==> src/sv/ocs_pkg.sv <==
// Package for the orbit camera swing block: fixed-point constants, types,
// the CORDIC arctangent table and small helper functions.
// No dependencies.
package ocs_pkg;

   // Coordinate and angle formats
   localparam int COORD_FRAC_BITS  = 16;
   localparam int ANGLE_STEPS      = 64;
   localparam int ANGLE_FULL       = 360 * ANGLE_STEPS;
   localparam int ANGLE_QUARTER    = 90 * ANGLE_STEPS;
   localparam int MIN_RADIUS       = ((1 << COORD_FRAC_BITS) + 5) / 10;
   localparam int ONE_DEG_Q30      = 18740330;
   localparam int CORDIC_GAIN_Q30  = 652032874;
   localparam int CORDIC_ITER_DEF  = 24;
   localparam int CAM_RESET        = 2 << COORD_FRAC_BITS;
   localparam int HORIZ_RESET      = 315 * ANGLE_STEPS;
   localparam int VERT_RESET       = 145 * ANGLE_STEPS;

   // Working width of the CORDIC and multiplier operands (Q2.30 plus headroom)
   localparam int TW = 34;
   localparam int PW = 2 * TW;

   typedef logic signed [31:0]   coord_type;
   typedef logic [14:0]          angle_type;
   typedef logic signed [TW-1:0] tw_type;
   typedef logic signed [PW-1:0] prod_type;

   typedef enum logic {
      REQ_SWING = 1'b0,
      REQ_SET   = 1'b1
   } req_kind_type;

   typedef enum logic [1:0] {
      CSR_FOCUS_X = 2'd0,
      CSR_FOCUS_Y = 2'd1,
      CSR_FOCUS_Z = 2'd2
   } csr_idx_type;

   // Handshake between the sequencer and one of its iterative units
   typedef struct packed {
      logic busy;
      logic done;
   } unit_stat_type;

   // atan(2^-i) in Q2.30
   function automatic tw_type atan_q30(input logic [4:0] i);
      tw_type v;
      case (i)
         5'd0:  v = 34'sd843314857;
         5'd1:  v = 34'sd497837829;
         5'd2:  v = 34'sd263043837;
         5'd3:  v = 34'sd133525159;
         5'd4:  v = 34'sd67021687;
         5'd5:  v = 34'sd33543516;
         5'd6:  v = 34'sd16775851;
         5'd7:  v = 34'sd8388437;
         5'd8:  v = 34'sd4194283;
         5'd9:  v = 34'sd2097149;
         5'd10: v = 34'sd1048576;
         5'd11: v = 34'sd524288;
         5'd12: v = 34'sd262144;
         5'd13: v = 34'sd131072;
         5'd14: v = 34'sd65536;
         5'd15: v = 34'sd32768;
         5'd16: v = 34'sd16384;
         5'd17: v = 34'sd8192;
         5'd18: v = 34'sd4096;
         5'd19: v = 34'sd2048;
         5'd20: v = 34'sd1024;
         5'd21: v = 34'sd512;
         5'd22: v = 34'sd256;
         5'd23: v = 34'sd128;
         5'd24: v = 34'sd64;
         5'd25: v = 34'sd32;
         5'd26: v = 34'sd16;
         5'd27: v = 34'sd8;
         5'd28: v = 34'sd4;
         5'd29: v = 34'sd2;
         5'd30: v = 34'sd1;
         default: v = '0;
      endcase
      return v;
   endfunction

   // Wrap a sum of angle and delta into [0, ANGLE_FULL)
   function automatic angle_type wrap_angle(input logic signed [17:0] s);
      logic signed [17:0] t;
      t = s;
      if (t < 0) t = t + 18'(ANGLE_FULL);
      if (t < 0) t = t + 18'(ANGLE_FULL);
      if (t >= 18'(ANGLE_FULL)) t = t - 18'(ANGLE_FULL);
      if (t >= 18'(ANGLE_FULL)) t = t - 18'(ANGLE_FULL);
      return t[14:0];
   endfunction

   // Round a product at 2^30, ties upward
   function automatic logic signed [37:0] rnd30(input prod_type p);
      prod_type t;
      t = p + PW'(64'sd536870912);
      return t[PW-1:30];
   endfunction

   // Saturate to the signed 32-bit range
   function automatic coord_type sat32(input logic signed [38:0] v);
      coord_type r;
      if (v > 39'sd2147483647)       r = 32'sh7FFFFFFF;
      else if (v < -39'sd2147483648) r = 32'sh80000000;
      else                           r = v[31:0];
      return r;
   endfunction

endpackage

==> src/sv/ocs_mul.sv <==
// Shared signed multiplier with a registered product.
// Depends on ocs_pkg.
module ocs_mul (
   input  logic            clock,
   input  ocs_pkg::tw_type op_a,
   input  ocs_pkg::tw_type op_b,
   output ocs_pkg::prod_type prod
);
   import ocs_pkg::*;

   prod_type prod_ff;

   // one product per cycle, available the cycle after issue
   always_ff @(posedge clock) begin
      prod_ff <= PW'(op_a) * PW'(op_b);
   end

   assign prod = prod_ff;

endmodule

==> config.mk <==
export PLATFORM = sky130hd
export DESIGN_NAME = ocs_mul
export DESIGN_NICKNAME = d
export VERILOG_FILES = /design/src/sv/ocs_pkg.sv /design/src/sv/ocs_mul.sv
export SDC_FILE = /design/constraint.sdc
export NUM_CORES = 2
export LEC_CHECK = 0
export ABC_AREA = 1
export BUFFER_PORTS_ARGS = -buffer_cell sky130_fd_sc_hd__buf_2
export CAP_MARGIN = 20
export CORE_MARGIN = 5
export CORE_UTILIZATION = 60
export DETAILED_ROUTE_END_ITERATION = 10
export HOLD_SLACK_MARGIN = 0.05
export PLACE_DENSITY = 0.77
export SLEW_MARGIN = 30
export SYNTH_ARGS = -nofsm -noshare
export SYNTH_HDL_FRONTEND = slang
export SYNTH_SLANG_ARGS = --single-unit
==> constraint.sdc <==
create_clock -name clock -period 15 [get_ports clock]
set_input_delay 3 -clock clock [delete_from_list [all_inputs] [get_ports clock]]
set_output_delay 3 -clock clock [all_outputs]
set_load 0.01 [all_outputs]
==> flow_summary.toml <==
[sta]
relSlewSlack_pct = 29.6
worst_pin_slew_ps = 1060
hold_viol = 0
final.period_utilization_pct = 69.1
fmax_mhz = 96.5
tns_ps = 0
slew_viol_final = 0
min_period_ps = 10370
setup_viol = 0
rsz0062_at_grt = "false"

[drt]
drtPass1Iterations = 6
drt-total-wl_mm = 123
ant_nets = 0
drt_iter0_markers = 2435
viasPerCell = 5.14
drc_errors = 0
routed-via-count = 35521
wl_per_cell_um = 17.8

[layout]
layout-drive-gt1-share_pct = 3.97
final_cell_mix = "inv_1 (2115), nand2_1 (1661), fa_1 (1239)"
largest_register_ffs = 68
nets = 7383
syn2layout_area_growth_pct = 3.06
post-route-util_pct = 62.5
final_common_cell = "inv_1"

[cts]
cts.reportedPaths.clkPinSlew_ps = 50
postCtsSetupRepairBufs = 0
htree_levels = 3
cts-root-buf = "clkbuf_16"
cts_resized = 0
numCtsBuffers = 9
clock-sinks = 68
cts_tree = "done"
hold_buffers = 0
clockBufferDepth = 2

[synthesis]
synthFlopType = "dfxtp_1"
synth_top_family_by_area = "adder cells"
synth_top_area_share_pct = 53.7
post_synth.cell_area_avg_um2 = 7.74
synth_seq_cells = 68
synthCells = 5972
ys.warnings.count = 0
synth_area_mm2 = 0.0462
async_reset_ff_share_pct = 0
synth-compound-area-share_pct = 1.13
syn-num-nets = 7486
yosys.area_share.simple_pct = 16.6
synth.distinct_cells = 32
synth_mux_area_share_pct = 0
synth_top_cell_by_area = "fa_1"
ys_top_cells_by_area = "fa_1 (54%), inv_1 (17%), nand2_1 (13%), ha_1 (5.5%), dfxtp_1 (2.9%)"
synth_edf_count = 0
synth_fa_ha_area_share_pct = 59.3
synth_xor_area_share_pct = 0.663
ys_seq_area_share_pct = 2.95

[critical_path]
max_stage_delay_ps = 940
critPathTopFamily = "adder cells"
worstSetupStartpoint = "op_b[10]"
cp-start-kind = "primary input"
crit_slowest_cell = "fa_1"
cp_max_fo = 34
cp-endpoint = "prod[59]"
cp_common_cell = "fa_1"
path_depth = 23
critPathKind = "primary input to register"
required_ps = 15240
crit_chain = "buf_2 > nand2_1 > fa_1 > fa_1 > inv_1 > fa_1 > inv_1 > fa_1 > fa_1 > fa_1 > fa_1 > fa_1 > inv_1 > ha_1 > nand2_1 > nor2_1 > nand3_1 > inv_1 > nand2_1 > nor3_2 > nand2_1 > nand4_1 > nand2_1"
worst-path-buf-inv = 5
crit_arrival_ps = 10600
end_kind = "register"

[floorplanning]
fp.dieArea_mm2 = 0.0827
die_x_um = 288
die_y_um = 288
core_mm2 = 0.0762
num_io_pins = 137
start_util_pct = 60.7
rows = 101

[min_path]
min_path_type = "primary input to register"

[global_route]
grt_start_max_net_pins = 36
grt_pass1_vias = 39981
track_usage_pct = 31.3
grt_pass1_wl_mm = 204
antenna_found_initial = 6
grt-ovfl-total = 0

[place]
numPortBuffers = 136
place_congestion = 0.990
hpwl_mm = 102

[flow_run]
cap_violations = 0

[run_status]
status = "complete, no violations"
==> per-layer routing <==
metal  track usage [%]  wire length (um)
met4              14.2              6870
met5             0.536                75
met2              55.0             61200
met3              5.99              9910
met1              37.4             44700
==> area by class of cell <==
cell class	count	area, um^2
diodes	5	12.5
repair buffers	157	841
multi-input cells	3514	35900
fillers	6638	28600
inverters	2119	7950
clock buffers	13	250
well taps	1030	1290
flip-flops and latches	68	1360
clock inverters	2	35.0
==> kinds of logic after synthesis <==
group	after synthesis
buf+inv	2390
simple gates	1939
fa+ha+maj	1445
compound gates	95
flops	68
xor+xnor	35
==> how the worst min path moves through the flow <==
stage	cells after the start	endpoint	slack (ps)	start
2_1_floorplan	3	prod[0]	3280	op_a[0]
3_3_place_gp	1	prod[48]	3400	prod[48]
3_5_place_dp	1	prod[26]	3400	prod[26]
4_1_cts	4	prod[0]	3220	op_b[0]
5_1_grt	4	prod[0]	3300	op_a[0]
6_report	4	prod[0]	3240	op_a[0]
==> per-stage QoR <==
| stage | area, um^2 | cells | setup WS (ps) | hold WS (ps) |
|---|---|---|---|---|
| global placement | 47300 | 6888 | 4190 | 3400 |
| finish | 47600 | 6908 | 4630 | 3240 |
| global route | 47600 | 6905 | 4180 | 3300 |
| detailed placement | 47300 | 6888 | 4380 | 3400 |
| CTS | 47600 | 6903 | 4710 | 3220 |
| floorplan | 46200 | 5972 | 5180 | 3280 |
==> Yosys cell counts, drive strengths merged, types with 11 or more instances <==
master / n
a21oi: 63
clkbuf: 269
dfxtp: 68
fa: 1241
ha: 204
inv: 2119
nand2: 1683
nand3: 77
nand4: 19
nor2: 124
nor3: 22
o21ai: 19
o21bai: 11
xor2: 33
Power is left out: the tool's default activity adds up to more than one toggle a clock period on the data nets, which glitch-free logic cannot reach.
