--- src/sv/ocs_pkg.sv ---
// Package for the orbit camera swing block: fixed-point constants, types,
// the CORDIC arctangent table and small helper functions.
// No dependencies.
package ocs_pkg;

   // Coordinate and angle formats
   localparam int COORD_FRAC_BITS  = 16;
   localparam int ANGLE_STEPS      = 64;
   localparam int ANGLE_FULL       = 360 * ANGLE_STEPS;
   localparam int ANGLE_QUARTER    = 90 * ANGLE_STEPS;
   localparam int MIN_RADIUS       = ((1 << COORD_FRAC_BITS) + 5) / 10;
   localparam int ONE_DEG_Q30      = 18740330;
   localparam int CORDIC_GAIN_Q30  = 652032874;
   localparam int CORDIC_ITER_DEF  = 24;
   localparam int CAM_RESET        = 2 << COORD_FRAC_BITS;
   localparam int HORIZ_RESET      = 315 * ANGLE_STEPS;
   localparam int VERT_RESET       = 145 * ANGLE_STEPS;

   // Working width of the CORDIC and multiplier operands (Q2.30 plus headroom)
   localparam int TW = 34;
   localparam int PW = 2 * TW;

   typedef logic signed [31:0]   coord_type;
   typedef logic [14:0]          angle_type;
   typedef logic signed [TW-1:0] tw_type;
   typedef logic signed [PW-1:0] prod_type;

   typedef enum logic {
      REQ_SWING = 1'b0,
      REQ_SET   = 1'b1
   } req_kind_type;

   typedef enum logic [1:0] {
      CSR_FOCUS_X = 2'd0,
      CSR_FOCUS_Y = 2'd1,
      CSR_FOCUS_Z = 2'd2
   } csr_idx_type;

   // Handshake between the sequencer and one of its iterative units
   typedef struct packed {
      logic busy;
      logic done;
   } unit_stat_type;

   // atan(2^-i) in Q2.30
   function automatic tw_type atan_q30(input logic [4:0] i);
      tw_type v;
      case (i)
         5'd0:  v = 34'sd843314857;
         5'd1:  v = 34'sd497837829;
         5'd2:  v = 34'sd263043837;
         5'd3:  v = 34'sd133525159;
         5'd4:  v = 34'sd67021687;
         5'd5:  v = 34'sd33543516;
         5'd6:  v = 34'sd16775851;
         5'd7:  v = 34'sd8388437;
         5'd8:  v = 34'sd4194283;
         5'd9:  v = 34'sd2097149;
         5'd10: v = 34'sd1048576;
         5'd11: v = 34'sd524288;
         5'd12: v = 34'sd262144;
         5'd13: v = 34'sd131072;
         5'd14: v = 34'sd65536;
         5'd15: v = 34'sd32768;
         5'd16: v = 34'sd16384;
         5'd17: v = 34'sd8192;
         5'd18: v = 34'sd4096;
         5'd19: v = 34'sd2048;
         5'd20: v = 34'sd1024;
         5'd21: v = 34'sd512;
         5'd22: v = 34'sd256;
         5'd23: v = 34'sd128;
         5'd24: v = 34'sd64;
         5'd25: v = 34'sd32;
         5'd26: v = 34'sd16;
         5'd27: v = 34'sd8;
         5'd28: v = 34'sd4;
         5'd29: v = 34'sd2;
         5'd30: v = 34'sd1;
         default: v = '0;
      endcase
      return v;
   endfunction

   // Wrap a sum of angle and delta into [0, ANGLE_FULL)
   function automatic angle_type wrap_angle(input logic signed [17:0] s);
      logic signed [17:0] t;
      t = s;
      if (t < 0) t = t + 18'(ANGLE_FULL);
      if (t < 0) t = t + 18'(ANGLE_FULL);
      if (t >= 18'(ANGLE_FULL)) t = t - 18'(ANGLE_FULL);
      if (t >= 18'(ANGLE_FULL)) t = t - 18'(ANGLE_FULL);
      return t[14:0];
   endfunction

   // Round a product at 2^30, ties upward
   function automatic logic signed [37:0] rnd30(input prod_type p);
      prod_type t;
      t = p + PW'(64'sd536870912);
      return t[PW-1:30];
   endfunction

   // Saturate to the signed 32-bit range
   function automatic coord_type sat32(input logic signed [38:0] v);
      coord_type r;
      if (v > 39'sd2147483647)       r = 32'sh7FFFFFFF;
      else if (v < -39'sd2147483648) r = 32'sh80000000;
      else                           r = v[31:0];
      return r;
   endfunction

endpackage

--- src/sv/ocs_root.sv ---
// Bit-serial integer square root: one result bit per cycle, 34 result bits.
// Depends on ocs_pkg.
module ocs_root (
   input  logic          clock,
   input  logic          reset,
   input  logic          start,
   input  logic [67:0]   radicand,
   output ocs_pkg::unit_stat_type stat,
   output logic [33:0]   root
);
   import ocs_pkg::*;

   logic [67:0] sh_ff;
   logic [35:0] rem_ff;
   logic [33:0] root_ff;
   logic [5:0]  cnt_ff;
   logic        busy_ff;
   logic        done_ff;

   logic [37:0] rem_w;
   logic [37:0] trial;
   logic        ge;
   logic [37:0] rem_in;

   // one restoring step: bring down two bits, try 4*root+1
   always_comb begin
      rem_w  = {rem_ff, sh_ff[67:66]};
      trial  = {2'b00, root_ff, 2'b01};
      ge     = (rem_w >= trial);
      rem_in = ge ? (rem_w - trial) : rem_w;
   end

   always_ff @(posedge clock) begin
      if (reset) begin
         busy_ff <= 1'b0;
         done_ff <= 1'b0;
         cnt_ff  <= '0;
      end else begin
         done_ff <= 1'b0;
         if (start) begin
            busy_ff <= 1'b1;
            cnt_ff  <= 6'd33;
         end else if (busy_ff) begin
            cnt_ff <= cnt_ff - 6'd1;
            if (cnt_ff == 6'd0) begin
               busy_ff <= 1'b0;
               done_ff <= 1'b1;
            end
         end
      end
   end

   // datapath
   always_ff @(posedge clock) begin
      if (start) begin
         sh_ff   <= radicand;
         rem_ff  <= '0;
         root_ff <= '0;
      end else if (busy_ff) begin
         sh_ff   <= {sh_ff[65:0], 2'b00};
         rem_ff  <= rem_in[35:0];
         root_ff <= {root_ff[32:0], ge};
      end
   end

   assign stat.busy = busy_ff;
   assign stat.done = done_ff;
   assign root      = root_ff;

endmodule

--- config.mk ---
export PLATFORM = sky130hd
export DESIGN_NAME = ocs_root
export DESIGN_NICKNAME = d
export VERILOG_FILES = /design/src/sv/ocs_pkg.sv /design/src/sv/ocs_root.sv
export SDC_FILE = /design/constraint.sdc
export NUM_CORES = 1
export LEC_CHECK = 0
export BUFFER_PORTS_ARGS = -buffer_cell sky130_fd_sc_hd__buf_4
export CAP_MARGIN = 40
export CORE_UTILIZATION = 53
export DETAILED_ROUTE_END_ITERATION = 7
export PLACE_DENSITY = 0.79
export SKIP_LAST_GASP = 1
export SLEW_MARGIN = 40
export SYNTH_ARGS = -nofsm -noshare
export SYNTH_HDL_FRONTEND = slang
export SYNTH_SLANG_ARGS = --single-unit
--- constraint.sdc ---
create_clock -name clock -period 2.6 [get_ports clock]
set_input_delay 0.39 -clock clock [delete_from_list [all_inputs] [get_ports clock]]
set_output_delay 0.39 -clock clock [all_outputs]
set_load 0.005 [all_outputs]
==> results.toml <==
[floorplanning]
std_cell_rows = 44
die_y_um = 126
initial_utilization_pct = 55.1
die_w_um = 126
core_um2 = 14700
die_area_um2 = 15800
pin_count = 107

[timing]
fin_skew_ns = 0.00829
fin_ws_ns = -0.310
min_period_ns = 2.91
period_share_pct = 112
setup-violations-final = 37
slew_viol_final = 0
max_freq_mhz = 344
rsz0062_at_grt = "true"
hold_viol_final = 0
final.setup.tns_ns = -8.20
fin_hold_ws_ns = 0.176
tightestPinTransition_ns = 0.645
timing.slew.headroom_pct = 57.0

[worst_setup_path]
crit_type = "flip-flop to flip-flop"
worstPathRequired_ns = 2.95
worst-r2r-setup-slack_ns = -0.31
r2r_end = "rem_ff[17]"
path_max_fanout = 6
end_kind = "flip-flop"
start_kind = "flip-flop"
rr_startpoint = "root[20]"
worst-r2r-cell-count = 13
worstPathArrival_ns = 3.26
crit_path_start = "root[20]"

[clock_tree]
cts-root-buf = "clkbuf_16"
ctsHoldBuffers = 0
path_clk_slew_ns = 0.07
cts_max_level = 4
clkSinkCount = 146
worst_skew_pair.late_latency_ns = 0.43
cts_buffers = 17
cts_tree = "built"
clockBufferDepth = 2

[power_and_ir_drop]
irDropWorstVdd_v = 0.000762
cellLeakagePower_uw = 0.00482
power_density_nw_per_um2 = 1450
p_total_uw = 16500

[worst_hold_path]
min_from = "reset"
hold_path.class = "input pin to flip-flop"
whs_endpoint = "cnt_ff[0]"
worstHoldPathCells = 2

[route]
dr.first_iter.drc_count = 605
ant_nets = 0
route.vias.total = 7056
routed-wl-met2_um = 10600
vias_per_cell = 5.71
dr_wl_met3_um = 1760
route.detailed.drc = 2
dr.max_layer_used = "met4"
wl_per_cell_um = 17.7
routed_wl_um = 21900
drt_pass1_iterations = 8
met1_length_um = 8940

[status]
violations = "design-rule violations, negative setup slack"
outcome = "finished with violations"

[logic_synthesis]
synth_nets = 891
ys_seq_elements = 146
synth_area_per_cell_um2 = 10.3
syn_inst = 783
synthArstFlopShare_pct = 0
ys.flop_type = "dfxtp_1"
yosys_warnings = 0
synth-edff-count = 68
synth.distinct_cells = 74
ys_seq_area_share_pct = 44.5
synth_area_um2 = 8100

[final_layout]
layout_commonest_cell = "buf_4"
final_cell_mix = "buf_4 (258), nor2_1 (86), edfxtp_1 (68)"
fill_cells = 924
final_layout_size_suffix_gt1_share_pct = 47.0
post-route-util_pct = 77.4
nets = 1147
syn2layout_area_growth_pct = 40.4
antennaDiodeCount = 0

[global_route]
grt_overflow = 0
first_global_vias = 6909
grt_max_degree = 111
track_usage_pct = 26.3
grt_pass1_wl_um = 33000
antenna_found_initial = 0

[placement]
io_buffers = 106
gp_congestion = 0.902
dpl_worst_slack_ns = -0.240
dpl.hpwl_um = 13700

[job]
cap_viol_max_count = 0
worst max-delay path: stages, from the launching register on:
cell and delay (ns):
dfxtp_2 0.33, inv_1 0.06, ha_1 0.32, and4_4 0.26, nand3_2 0.08, o41ai_2 0.35
buf_4 0.19, a211oi_4 0.07, a211oi_4 0.35, a31oi_4 0.16, clkinv_4 0.13, buf_4 0.17
nand2_8 0.10, o31ai_4 0.26
report_power, final:
part / internal, uW / switching [uW] / leakage, uW
clock network: 1300 / 1040 / 0.000273
logic: 5490 / 5680 / 0.00322
registers: 2750 / 226 / 0.00133
total: 9540 / 6950 / 0.00482
through the flow:
step,std cells,instance area [um2]
final,1236,11400
after detailed placement,1184,10200
after floorplan,783,8240
after CTS,1227,11000
after global routing,1236,11400
after global placement,1184,10200
cell families after synthesis:
| group | share of synthesized area [%] |
|---|---|
| buffers and inverters | 5.28 |
| XOR/XNOR | 3.46 |
| flip-flops | 44.5 |
| adder cells (fa/ha/maj) | 5.71 |
| multiplexers | 14.9 |
| AO/OA/AOI/OAI | 14.5 |
| AND/OR/NAND/NOR | 11.7 |
metal layers:
| layer | track usage [%] | vias to the layer above |
|---|---|---|
| met5 | 0 | - |
| li1 | - | 3362 |
| met2 | 43.8 | 298 |
| met1 | 32.8 | 3328 |
| met3 | 7.86 | 68 |
| met4 | 8.39 | 0 |
cells in the mapped netlist, types with 3 or more instances:
cell	number	share of area, %
a211oi_1	23	2.1
a21o_1	16	1.5
a21oi_1	47	2.9
a22oi_1	7	0.65
a31oi_1	7	0.54
a32oi_1	3	0.32
and2_0	3	0.23
and2_1	5	0.39
and3_1	4	0.31
and4_1	4	0.43
buf_1	11	0.51
buf_4	3	0.28
buf_6	6	0.83
clkbuf_1	15	0.69
clkbuf_8	3	0.51
dfxtp_1	78	19
edfxtp_1	68	25
ha_1	37	5.7
inv_1	44	2.0
mux2_2	66	9.2
mux2i_1	44	5.4
nand2_1	39	1.8
nand2b_1	8	0.62
nand3_1	7	0.43
nand4_1	6	0.46
nor2_1	92	4.3
nor2b_1	4	0.31
nor3_1	12	0.74
nor4_1	3	0.23
o211ai_1	4	0.37
o21a_1	5	0.46
o21ai_0	18	1.1
o21ai_1	11	0.68
o21bai_1	3	0.28
xnor2_1	19	2.1
xor2_1	13	1.4
registers in the layout, indices dropped and copies added (netlist names):
name and flops:
sh_ff 68, rem_ff 36, root 34, cnt_ff 6
busy_ff 1, done_ff 1
how the worst max path moves through the flow:
stage                      end  slack, ns  cells past startpoint
global route        rem_ff[17]      -0.39                     13
floorplan           rem_ff[19]      -0.08                     13
detailed placement   rem_ff[6]      -0.24                     13
global placement     rem_ff[1]      -0.15                     12
finish              rem_ff[17]      -0.31                     13
CTS                  rem_ff[7]      -0.18                     12
area by class of cell:
class | instances | area, um2 | share of cell area (%)
Clock inverter | 12 | 93.8 | 0.825
Inverter | 45 | 178 | 1.56
Timing Repair inverter | 1 | 6.26 | 0.0550
Clock buffer | 20 | 458 | 4.03
Sequential cell | 146 | 3630 | 31.9
Multi-Input combinational cell | 553 | 4630 | 40.7
Tap cell | 184 | 230 | 2.02
Timing Repair Buffer | 275 | 2150 | 18.9
repair_timing:
item / CTS / global route
gates cloned: 4 / 0
setup buffers: 7 / 10
resized for setup: 47 / 77
pin swaps: 29 / 46
endpoints found under the setup margin: 37 / 37
Power figures use the tool's default switching activity.
